[config.mk]
export PLATFORM = sky130hd
export DESIGN_NAME = onewire_bus_master_core
export DESIGN_NICKNAME = d
export VERILOG_FILES = /design/src/design/obm_pkg.sv /design/src/design/obm_fifo.sv /design/src/design/obm_front.sv /design/src/design/obm_back.sv /design/src/design/onewire_bus_master_core.sv
export SDC_FILE = /design/constraint.sdc
export NUM_CORES = 1
export LEC_CHECK = 0
export BUFFER_PORTS_ARGS = -buffer_cell sky130_fd_sc_hd__buf_2
export CORE_MARGIN = 2
export CORE_UTILIZATION = 59
export CTS_CLUSTER_DIAMETER = 30
export DETAILED_ROUTE_END_ITERATION = 8
export HOLD_SLACK_MARGIN = 0.03
export PLACE_DENSITY = 0.77
export RECOVER_POWER = 50
export SLEW_MARGIN = 20
export SYNTH_ARGS = -nofsm -noshare
export SYNTH_HDL_FRONTEND = slang
export SYNTH_SLANG_ARGS = --single-unit
export TNS_END_PERCENT = 50
[constraint.sdc]
create_clock -name clock -period 7.2 [get_ports clock]
set_input_delay 0.36 -clock clock [delete_from_list [all_inputs] [get_ports clock]]
set_output_delay 0.36 -clock clock [all_outputs]
set_load 0.01 [all_outputs]
[src/design/obm_pkg.sv]
// ----------------------------------------------------------------------------
// obm_pkg
// Types and constants shared by the 1-Wire bus master core.
// ----------------------------------------------------------------------------
package obm_pkg;

   localparam logic [1:0] FUNC_TICK  = 2'd0;
   localparam logic [1:0] FUNC_RESET = 2'd1;
   localparam logic [1:0] FUNC_WRITE = 2'd2;
   localparam logic [1:0] FUNC_READ  = 2'd3;

   localparam int         CSR_COUNT      = 8;
   localparam int         CSR_INDEX_BITS = 3;

   localparam logic [CSR_INDEX_BITS-1:0] CSR_RESET_LOW_TIME   = 3'd0;
   localparam logic [CSR_INDEX_BITS-1:0] CSR_PRESENCE_WAIT    = 3'd1;
   localparam logic [CSR_INDEX_BITS-1:0] CSR_RESET_RECOVERY   = 3'd2;
   localparam logic [CSR_INDEX_BITS-1:0] CSR_WRITE_ONE_LOW    = 3'd3;
   localparam logic [CSR_INDEX_BITS-1:0] CSR_WRITE_ZERO_LOW   = 3'd4;
   localparam logic [CSR_INDEX_BITS-1:0] CSR_READ_LOW         = 3'd5;
   localparam logic [CSR_INDEX_BITS-1:0] CSR_READ_SAMPLE_TIME = 3'd6;
   localparam logic [CSR_INDEX_BITS-1:0] CSR_SLOT_LENGTH      = 3'd7;

   localparam logic [15:0] CSR_RESET_VALUE [CSR_COUNT] = '{
      16'd480, 16'd70, 16'd410, 16'd6, 16'd60, 16'd6, 16'd15, 16'd70
   };

   typedef struct packed {
      logic [1:0] func;
      logic [7:0] data_byte;
      logic       bus_sample;
   } req_type;

   typedef struct packed {
      logic       drive_low;
      logic       done_res;
      logic       presence;
      logic [7:0] read_data;
      logic       status;
   } rsp_type;

   typedef struct packed {
      logic       tick;
      logic [1:0] op;
      logic [7:0] data;
      logic       smp;
   } cmd_type;

endpackage

[src/design/obm_fifo.sv]
// ----------------------------------------------------------------------------
// obm_fifo
// Small register queue with full and empty flags.
// ----------------------------------------------------------------------------
module obm_fifo #(
   parameter int WIDTH = 8,
   parameter int DEPTH = 2
) (
   input  logic             clock,
   input  logic             reset,
   input  logic             push,
   input  logic [WIDTH-1:0] push_data,
   output logic             full,
   input  logic             pop,
   output logic [WIDTH-1:0] pop_data,
   output logic             empty
);

   localparam int PTR_BITS = (DEPTH > 1) ? $clog2(DEPTH) : 1;
   localparam int CNT_BITS = $clog2(DEPTH + 1);

   logic [WIDTH-1:0]    data_ff [DEPTH];
   logic [PTR_BITS-1:0] wr_ptr_ff, wr_ptr_in;
   logic [PTR_BITS-1:0] rd_ptr_ff, rd_ptr_in;
   logic [CNT_BITS-1:0] cnt_ff, cnt_in;
   logic                do_push, do_pop;

   assign full     = (cnt_ff == CNT_BITS'(DEPTH));
   assign empty    = (cnt_ff == '0);
   assign do_push  = push && !full;
   assign do_pop   = pop && !empty;
   assign pop_data = data_ff[rd_ptr_ff];

   always_comb begin
      wr_ptr_in = wr_ptr_ff;
      rd_ptr_in = rd_ptr_ff;
      cnt_in    = cnt_ff;
      if (do_push) begin
         wr_ptr_in = (wr_ptr_ff == PTR_BITS'(DEPTH - 1)) ? '0 : wr_ptr_ff + 1'b1;
      end
      if (do_pop) begin
         rd_ptr_in = (rd_ptr_ff == PTR_BITS'(DEPTH - 1)) ? '0 : rd_ptr_ff + 1'b1;
      end
      if (do_push && !do_pop) begin
         cnt_in = cnt_ff + 1'b1;
      end else if (do_pop && !do_push) begin
         cnt_in = cnt_ff - 1'b1;
      end
   end

   always_ff @(posedge clock) begin
      if (reset) begin
         wr_ptr_ff <= '0;
         rd_ptr_ff <= '0;
         cnt_ff    <= '0;
      end else begin
         wr_ptr_ff <= wr_ptr_in;
         rd_ptr_ff <= rd_ptr_in;
         cnt_ff    <= cnt_in;
      end
   end

   always_ff @(posedge clock) begin
      if (do_push) begin
         data_ff[wr_ptr_ff] <= push_data;
      end
   end

endmodule

[src/design/obm_front.sv]
// ----------------------------------------------------------------------------
// obm_front
// Accepts request items, tags ticks apart from commands and queues them.
// ----------------------------------------------------------------------------
module obm_front (
   input  logic             clock,
   input  logic             reset,
   input  logic             req_push,
   input  obm_pkg::req_type req_data,
   output logic             req_full,
   output obm_pkg::cmd_type cmd,
   output logic             cmd_valid,
   input  logic             cmd_take
);
   import obm_pkg::*;

   cmd_type cmd_in;
   logic    cmd_empty;

   always_comb begin
      cmd_in.tick = (req_data.func == FUNC_TICK);
      cmd_in.op   = req_data.func;
      cmd_in.data = (req_data.func == FUNC_WRITE) ? req_data.data_byte : 8'd0;
      cmd_in.smp  = req_data.bus_sample;
   end

   obm_fifo #(
      .WIDTH($bits(cmd_type)),
      .DEPTH(2)
   ) u_cmd_queue (
      .clock    (clock),
      .reset    (reset),
      .push     (req_push),
      .push_data(cmd_in),
      .full     (req_full),
      .pop      (cmd_take),
      .pop_data (cmd),
      .empty    (cmd_empty)
   );

   assign cmd_valid = !cmd_empty;

endmodule

[src/design/obm_back.sv]
// ----------------------------------------------------------------------------
// obm_back
// Bus timing engine: runs reset and byte slots, queues one result per item.
// ----------------------------------------------------------------------------
module obm_back #(
   parameter int TIME_BITS = 10
) (
   input  logic                                  clock,
   input  logic                                  reset,
   input  obm_pkg::cmd_type                      cmd,
   input  logic                                  cmd_valid,
   output logic                                  cmd_take,
   input  logic                                  csr_valid,
   output logic                                  csr_ready,
   input  logic [obm_pkg::CSR_INDEX_BITS-1:0]    csr_index,
   input  logic [TIME_BITS-1:0]                  csr_wdata,
   output logic                                  rsp_empty,
   input  logic                                  rsp_pop,
   output obm_pkg::rsp_type                      rsp_data
);
   import obm_pkg::*;

   localparam logic [2:0] PH_IDLE     = 3'd0;
   localparam logic [2:0] PH_RST_LOW  = 3'd1;
   localparam logic [2:0] PH_RST_WAIT = 3'd2;
   localparam logic [2:0] PH_RST_REC  = 3'd3;
   localparam logic [2:0] PH_SLOT     = 3'd4;

   logic [TIME_BITS-1:0] cfg_ff [CSR_COUNT];
   logic [2:0]           phase_ff, phase_in;
   logic [1:0]           op_ff, op_in;
   logic [TIME_BITS-1:0] tick_ff, tick_in;
   logic [2:0]           bit_ff, bit_in;
   logic [7:0]           shift_ff, shift_in;
   logic                 pres_ff, pres_in;
   logic [7:0]           rdata_ff, rdata_in;
   logic                 rsp_full;
   logic                 fire;
   rsp_type              rsp_in;

   function automatic logic [TIME_BITS-1:0] eff(input logic [TIME_BITS-1:0] v);
      return (v == '0) ? TIME_BITS'(1) : v;
   endfunction

   assign csr_ready = 1'b1;
   assign fire      = cmd_valid && !rsp_full;
   assign cmd_take  = fire;

   always_ff @(posedge clock) begin
      if (reset) begin
         for (int i = 0; i < CSR_COUNT; i++) begin
            cfg_ff[i] <= TIME_BITS'(CSR_RESET_VALUE[i]);
         end
      end else if (csr_valid && csr_ready) begin
         cfg_ff[csr_index] <= csr_wdata;
      end
   end

   always_comb begin
      logic [TIME_BITS-1:0] tick_inc;
      logic [TIME_BITS-1:0] slen;
      logic [TIME_BITS-1:0] sat;
      logic [TIME_BITS-1:0] low_time;
      logic [7:0]           shift_tmp;
      logic                 is_read;

      phase_in  = phase_ff;
      op_in     = op_ff;
      tick_in   = tick_ff;
      bit_in    = bit_ff;
      shift_in  = shift_ff;
      pres_in   = pres_ff;
      rdata_in  = rdata_ff;
      rsp_in    = '0;
      tick_inc  = tick_ff + 1'b1;
      slen      = eff(cfg_ff[CSR_SLOT_LENGTH]);
      sat       = eff(cfg_ff[CSR_READ_SAMPLE_TIME]);
      is_read   = (op_ff == FUNC_READ);
      shift_tmp = shift_ff;
      if (sat > slen) begin
         sat = slen;
      end

      if (!cmd.tick) begin
         if (phase_ff != PH_IDLE) begin
            rsp_in.status = 1'b1;
         end else begin
            op_in   = cmd.op;
            tick_in = '0;
            bit_in  = '0;
            if (cmd.op == FUNC_RESET) begin
               phase_in = PH_RST_LOW;
            end else begin
               phase_in = PH_SLOT;
               shift_in = cmd.data;
            end
         end
      end else begin
         unique case (phase_ff)
            PH_IDLE: begin
            end
            PH_RST_LOW: begin
               tick_in = tick_inc;
               if (tick_inc >= eff(cfg_ff[CSR_RESET_LOW_TIME])) begin
                  phase_in = PH_RST_WAIT;
                  tick_in  = '0;
               end
            end
            PH_RST_WAIT: begin
               tick_in = tick_inc;
               if (tick_inc >= eff(cfg_ff[CSR_PRESENCE_WAIT])) begin
                  pres_in  = !cmd.smp;
                  phase_in = PH_RST_REC;
                  tick_in  = '0;
               end
            end
            PH_RST_REC: begin
               tick_in = tick_inc;
               if (tick_inc >= eff(cfg_ff[CSR_RESET_RECOVERY])) begin
                  phase_in        = PH_IDLE;
                  rsp_in.done_res = 1'b1;
               end
            end
            PH_SLOT: begin
               tick_in = tick_inc;
               if (is_read && tick_inc == sat) begin
                  shift_tmp = {cmd.smp, shift_ff[7:1]};
               end
               if (tick_inc >= slen) begin
                  if (!is_read) begin
                     shift_tmp = {1'b0, shift_tmp[7:1]};
                  end
                  tick_in = '0;
                  if (bit_ff == 3'd7) begin
                     if (is_read) begin
                        rdata_in = shift_tmp;
                     end
                     phase_in        = PH_IDLE;
                     bit_in          = '0;
                     rsp_in.done_res = 1'b1;
                  end else begin
                     bit_in = bit_ff + 1'b1;
                  end
               end
               shift_in = shift_tmp;
            end
            default: begin
            end
         endcase
      end

      if (op_in == FUNC_READ) begin
         low_time = eff(cfg_ff[CSR_READ_LOW]);
      end else if (shift_in[0]) begin
         low_time = eff(cfg_ff[CSR_WRITE_ONE_LOW]);
      end else begin
         low_time = eff(cfg_ff[CSR_WRITE_ZERO_LOW]);
      end

      rsp_in.drive_low = (phase_in == PH_RST_LOW) ||
                         (phase_in == PH_SLOT && tick_in < low_time && tick_in < slen);
      rsp_in.presence  = pres_in;
      rsp_in.read_data = rdata_in;
   end

   always_ff @(posedge clock) begin
      if (reset) begin
         phase_ff <= PH_IDLE;
         op_ff    <= '0;
         tick_ff  <= '0;
         bit_ff   <= '0;
         shift_ff <= '0;
         pres_ff  <= 1'b0;
         rdata_ff <= '0;
      end else if (fire) begin
         phase_ff <= phase_in;
         op_ff    <= op_in;
         tick_ff  <= tick_in;
         bit_ff   <= bit_in;
         shift_ff <= shift_in;
         pres_ff  <= pres_in;
         rdata_ff <= rdata_in;
      end
   end

   obm_fifo #(
      .WIDTH($bits(rsp_type)),
      .DEPTH(2)
   ) u_rsp_queue (
      .clock    (clock),
      .reset    (reset),
      .push     (fire),
      .push_data(rsp_in),
      .full     (rsp_full),
      .pop      (rsp_pop),
      .pop_data (rsp_data),
      .empty    (rsp_empty)
   );

`ifndef SYNTHESIS
   a_bit_only_in_slot: assert property (@(posedge clock) disable iff (reset)
      (bit_ff != 3'd0) |-> (phase_ff == PH_SLOT))
      else $error("bit index set outside a byte slot");

   a_reject_only_busy: assert property (@(posedge clock) disable iff (reset)
      (fire && rsp_in.status) |-> (phase_ff != PH_IDLE))
      else $error("command rejected while idle");

   a_done_goes_idle: assert property (@(posedge clock) disable iff (reset)
      (fire && rsp_in.done_res) |=> (phase_ff == PH_IDLE))
      else $error("command finished but engine not idle");

   a_reset_low_drives: assert property (@(posedge clock) disable iff (reset)
      (fire && phase_in == PH_RST_LOW) |-> rsp_in.drive_low)
      else $error("line released during reset pulse");
`endif

endmodule

[src/design/onewire_bus_master_core.sv]
// ----------------------------------------------------------------------------
// onewire_bus_master_core
// 1-Wire bus master driven by one-microsecond tick items.
// ----------------------------------------------------------------------------
// Each request is a tick or a command (bus reset, write byte, read byte) and
// yields exactly one response carrying the line drive for the coming tick,
// done, presence, the last read byte and a busy-reject status. The core takes
// one request per clock while the response queue has room; a request waits
// in the command queue and its response is pushed into the response queue
// when the timing engine takes it, a rate set by the engine updating the
// whole bus state once per item. Two-entry command and response queues let
// either side stall on its own. The user must write timing registers through
// the csr port only while idle; the core does not enforce it. Zero acts as one.
// ----------------------------------------------------------------------------
module onewire_bus_master_core #(
   parameter int TIME_BITS = 10
) (
   input  logic                               clock,
   input  logic                               reset,
   input  logic                               req_push,
   input  obm_pkg::req_type                   req_data,
   output logic                               req_full,
   output logic                               rsp_empty,
   input  logic                               rsp_pop,
   output obm_pkg::rsp_type                   rsp_data,
   input  logic                               csr_valid,
   output logic                               csr_ready,
   input  logic [obm_pkg::CSR_INDEX_BITS-1:0] csr_index,
   input  logic [TIME_BITS-1:0]               csr_wdata
);
   import obm_pkg::*;

   cmd_type cmd;
   logic    cmd_valid;
   logic    cmd_take;

   obm_front u_front (
      .clock    (clock),
      .reset    (reset),
      .req_push (req_push),
      .req_data (req_data),
      .req_full (req_full),
      .cmd      (cmd),
      .cmd_valid(cmd_valid),
      .cmd_take (cmd_take)
   );

   obm_back #(
      .TIME_BITS(TIME_BITS)
   ) u_back (
      .clock    (clock),
      .reset    (reset),
      .cmd      (cmd),
      .cmd_valid(cmd_valid),
      .cmd_take (cmd_take),
      .csr_valid(csr_valid),
      .csr_ready(csr_ready),
      .csr_index(csr_index),
      .csr_wdata(csr_wdata),
      .rsp_empty(rsp_empty),
      .rsp_pop  (rsp_pop),
      .rsp_data (rsp_data)
   );

endmodule
==> impl_summary.log <==
[metrics] routability congestion estimate from global placement: 0.957
[metrics] highest attainable clock frequency: 158 MHz
[metrics] DRC marker count from the first detailed-route iteration: 587
[metrics] overall die width: 132 microns
[metrics] CTS tree: yes
[metrics] synthesized flop and latch total: 173
[metrics] startpoint of the most critical setup path: u_back.tick_ff[0]
[metrics] postcts setup bufs: 0
[metrics] critical register-to-register path endpoint: u_back.u_rsp_queue.data_ff[1][11]
[metrics] Post-Place Worst Slack: 0.921 ns
[metrics] Hold Buf Count CTS: 0
[metrics] distinct cell type count after synthesis: 68
[metrics] global-route wire length before repair: 34900 microns
[metrics] CP endpoint kind: flop
[metrics] die outline area: 0.0176 sq mm
[metrics] setup violators final: 0
[metrics] total of fill cells in the finished design: 1263
[metrics] predominant post-synthesis flop cell: sky130_fd_sc_hd__edfxtp_1
[metrics] CORE AREA: 0.0160 sq mm
[metrics] Post-Synthesis Cell Area: 0.00974 sq mm
[metrics] post-DR wirelength/cell: 18.5 microns
[metrics] final worst-path cycle share: 0.879
[metrics] detailed-router iteration count before antenna repair: 5
[metrics] Post-Route Skew: 0.0125 ns
[metrics] Final Critical Period: 6.33 ns
[metrics] Clock Path Buffers: 2
[metrics] synthesis-to-layout area growth: 9.98%
[metrics] TritonCTS buffer count: 17
[metrics] arrival time at the worst endpoint: 6.58 ns
[metrics] number of vias per cell after detailed routing: 5.90
[metrics] Starting Density: 0.609
[metrics] leakage dissipation: 0.00432 uW
[metrics] multi-input logic area: 0.00465 sq mm
[metrics] sequential share of the synthesized area: 0.487
[metrics] via count of the first global-routing pass: 6590
[metrics] startpoint kind of the worst setup timing path: flop
[metrics] Routed WL: 21700 microns
[metrics] FF-to-FF Start: u_back.tick_ff[0]
[metrics] Cell Area, Placed: 0.0101 sq mm
[metrics] utilization of the core after routing: 0.669
[metrics] total of buffers placed on input and output ports: 42
[metrics] fraction of layout cells with a size suffix above 1: 0.124
[metrics] number of enable flip-flop cells after synthesis: 128
[metrics] synthesized area per cell: 10.7 sq um
[metrics] nets in the synthesized netlist: 1014
[metrics] overflow left after global routing: 0
[metrics] Worst R2R Path Depth: 22
[metrics] register-to-register setup slack: 0.87 ns
[metrics] most common cell after layout, fill and taps aside: sky130_fd_sc_hd__edfxtp_1
[metrics] top library cells by usage in the layout, fill and taps aside: sky130_fd_sc_hd__edfxtp_1 (128), sky130_fd_sc_hd__nor2_1 (84), sky130_fd_sc_hd__ha_1 (73)
[metrics] end of the critical path: u_back.u_rsp_queue.data_ff[1][11]
[metrics] count of antenna-violating nets left after detailed routing: 0
[metrics] Register Area: 0.00474 sq mm
[metrics] cts repair resizes: 0
[metrics] share of synthesized registers carrying an async set or reset: 0
[metrics] run status: complete, no violations
[metrics] Final nets: 1044
[metrics] largest driver fanout on the critical path: 15
[metrics] Clock Pin Slew Worst Setup and Hold Paths: 0.08 ns
[metrics] Antenna Cells: 0
[metrics] slew at the pin closest to its max-slew limit: 1.18 ns
[metrics] total of warnings raised by yosys: 0
[metrics] post-synthesis cell type with the largest combined area: sky130_fd_sc_hd__edfxtp_1
[metrics] clock insertion delay at the later pin of the skew report: 0.43 ns
[metrics] total I/O pin count: 44
[metrics] via total after detailed routing: 6909
[metrics] worst supply voltage drop on vdd: 0.187 mV
[metrics] final non-filler cell area: 0.0107 sq mm
[metrics] final sum of negative setup slack: 0 ns
[metrics] number of H-tree levels: 4
[metrics] Min-Delay Startpoint: req_data[0]
[metrics] count of clock tree sinks: 173
[metrics] number of instances in the synthesized netlist: 912
[metrics] pin count of the biggest net entering global routing: 51
[metrics] Pins Over Slew Limit: 0
[metrics] sum of net half-perimeters after detailed placement: 15700 microns
[metrics] unrepaired setup endpoints after global routing: false
[metrics] share of Yosys cell area claimed by the top area cell type: 0.395
[metrics] Total GRT Usage: 0.256
[metrics] Chip Height: 132 microns
[metrics] CTS root buffer: sky130_fd_sc_hd__clkbuf_16
[metrics] Setup WS post-layout: 0.870 ns
[metrics] max_slew headroom: 0.210
[metrics] final hold violation count: 0
[metrics] Worst Setup Path Type: reg -> reg
[metrics] remaining routing DRC violations: 0
[metrics] Row Count: 46
[metrics] worst endpoint required time: 7.45 ns
[metrics] top post-synthesis cells by area: sky130_fd_sc_hd__edfxtp_1 (39%), sky130_fd_sc_hd__ha_1 (9.4%), sky130_fd_sc_hd__dfxtp_1 (9.2%), sky130_fd_sc_hd__and2_1 (4.3%), sky130_fd_sc_hd__mux2i_1 (3.6%)
[metrics] worst min-delay path category: in -> reg
[metrics] antenna violations before repair: 0
[metrics] max-cap viol count: 0
[metrics] cell area power density: 343 mW/mm^2
kinds of logic after synthesis:
| family | count (synthesis) | share of synthesized area |
|---|---|---|
| other cells | 1 | 0.000385 |
| flops | 173 | 0.487 |
| mux | 59 | 0.0668 |
| simple gates | 320 | 0.175 |
| fa+ha+maj | 73 | 0.0938 |
| compound gates | 171 | 0.115 |
| buf+inv | 87 | 0.0365 |
| xor+xnor | 28 | 0.0252 |
layer usage:
layer	global-route usage	part of all wire	up-vias
met3	0.0605	0.075	28
met1	0.372	0.47	3291
met2	0.384	0.44	218
met4	0.0711	0.017	0
met5	0	0	-
li1	-	-	3372
cell type report:
type,instances,area share
Clock buffer,18,0.0401
Inverter,45,0.0158
Tap cell,216,0.0252
Timing Repair Buffer,53,0.0259
Multi-Input combinational cell,652,0.434
Clock inverter,14,0.0164
Sequential cell,173,0.443
Yosys cell counts, types with 11 or more instances:
master and n:
sky130_fd_sc_hd__xnor2_1 17, sky130_fd_sc_hd__nor2_1 84, sky130_fd_sc_hd__nor3_1 17, sky130_fd_sc_hd__nand2b_1 21
sky130_fd_sc_hd__or3_1 22, sky130_fd_sc_hd__and2_1 67, sky130_fd_sc_hd__mux2_2 16, sky130_fd_sc_hd__a21oi_1 39
sky130_fd_sc_hd__inv_1 44, sky130_fd_sc_hd__ha_1 73, sky130_fd_sc_hd__mux2i_1 35, sky130_fd_sc_hd__edfxtp_1 128
sky130_fd_sc_hd__o21ai_0 35, sky130_fd_sc_hd__nand2_1 45, sky130_fd_sc_hd__a211oi_1 12, sky130_fd_sc_hd__nand3_1 11
sky130_fd_sc_hd__xor2_1 11, sky130_fd_sc_hd__a21o_1 22, sky130_fd_sc_hd__clkbuf_1 31, sky130_fd_sc_hd__dfxtp_1 45
flip-flops by register name (all words and copies together) (netlist names), 2 cells and up, named ones only:
signal	cells
u_back.cfg_ff	80
u_back.u_rsp_queue.data_ff	24
u_front.u_cmd_queue.data_ff	24
u_back.tick_ff	10
u_back.rdata_ff	8
u_back.shift_ff	8
u_back.bit_ff	3
u_back.phase_ff	3
u_back.op_ff	2
u_back.u_rsp_queue.cnt_ff	2
u_front.u_cmd_queue.cnt_ff	2
report_power, final:
group	internal, uW	total, uW	switching, uW
Clock	498	929	431
Sequential	1250	1390	135
Combinational	580	1360	779
worst min path at each step:
stage	to	slack [ns]	depth (start not counted)
after floorplan	u_back.pres_ff	0.43	2
after global placement	u_back.pres_ff	0.44	2
after detailed placement	u_back.bit_ff[2]	0.45	2
after CTS	u_front.u_cmd_queue.data_ff[1][0]	0.10	1
after global routing	u_front.u_cmd_queue.data_ff[1][0]	0.14	1
final	u_front.u_cmd_queue.data_ff[1][0]	0.12	1
metrics by stage:
stage                     total power [uW]  hold WS, ns  std cells
after global routing                  3890        0.143       1171
after CTS                             3670        0.102       1171
after global placement                2720        0.443       1139
final                                 3680        0.122       1171
after detailed placement              2750        0.451       1139
after floorplan                       2380        0.433        912
critical path, stage by stage (launching register included):
cell                        delay [ns]
sky130_fd_sc_hd__dfxtp_1          0.71
sky130_fd_sc_hd__ha_1             0.37
sky130_fd_sc_hd__xor2_1           0.58
sky130_fd_sc_hd__ha_1             0.35
sky130_fd_sc_hd__a21o_1           0.16
sky130_fd_sc_hd__a21o_1           0.17
sky130_fd_sc_hd__a21o_1           0.16
sky130_fd_sc_hd__a21oi_1          0.14
sky130_fd_sc_hd__o211ai_1         0.21
sky130_fd_sc_hd__and2_1           0.27
sky130_fd_sc_hd__a32oi_1          0.23
sky130_fd_sc_hd__and3_4           0.35
sky130_fd_sc_hd__mux2_4           0.31
sky130_fd_sc_hd__mux2i_1          0.16
sky130_fd_sc_hd__ha_1             0.27
sky130_fd_sc_hd__nand4_1          0.11
sky130_fd_sc_hd__nor2_1           0.07
sky130_fd_sc_hd__a2111oi_0        0.40
sky130_fd_sc_hd__nand4_1          0.16
sky130_fd_sc_hd__a311oi_1         0.25
sky130_fd_sc_hd__o221ai_1         0.15
sky130_fd_sc_hd__o31a_1           0.30
sky130_fd_sc_hd__a211oi_2         0.26
Note: power is estimated with default switching activity, not from simulation.
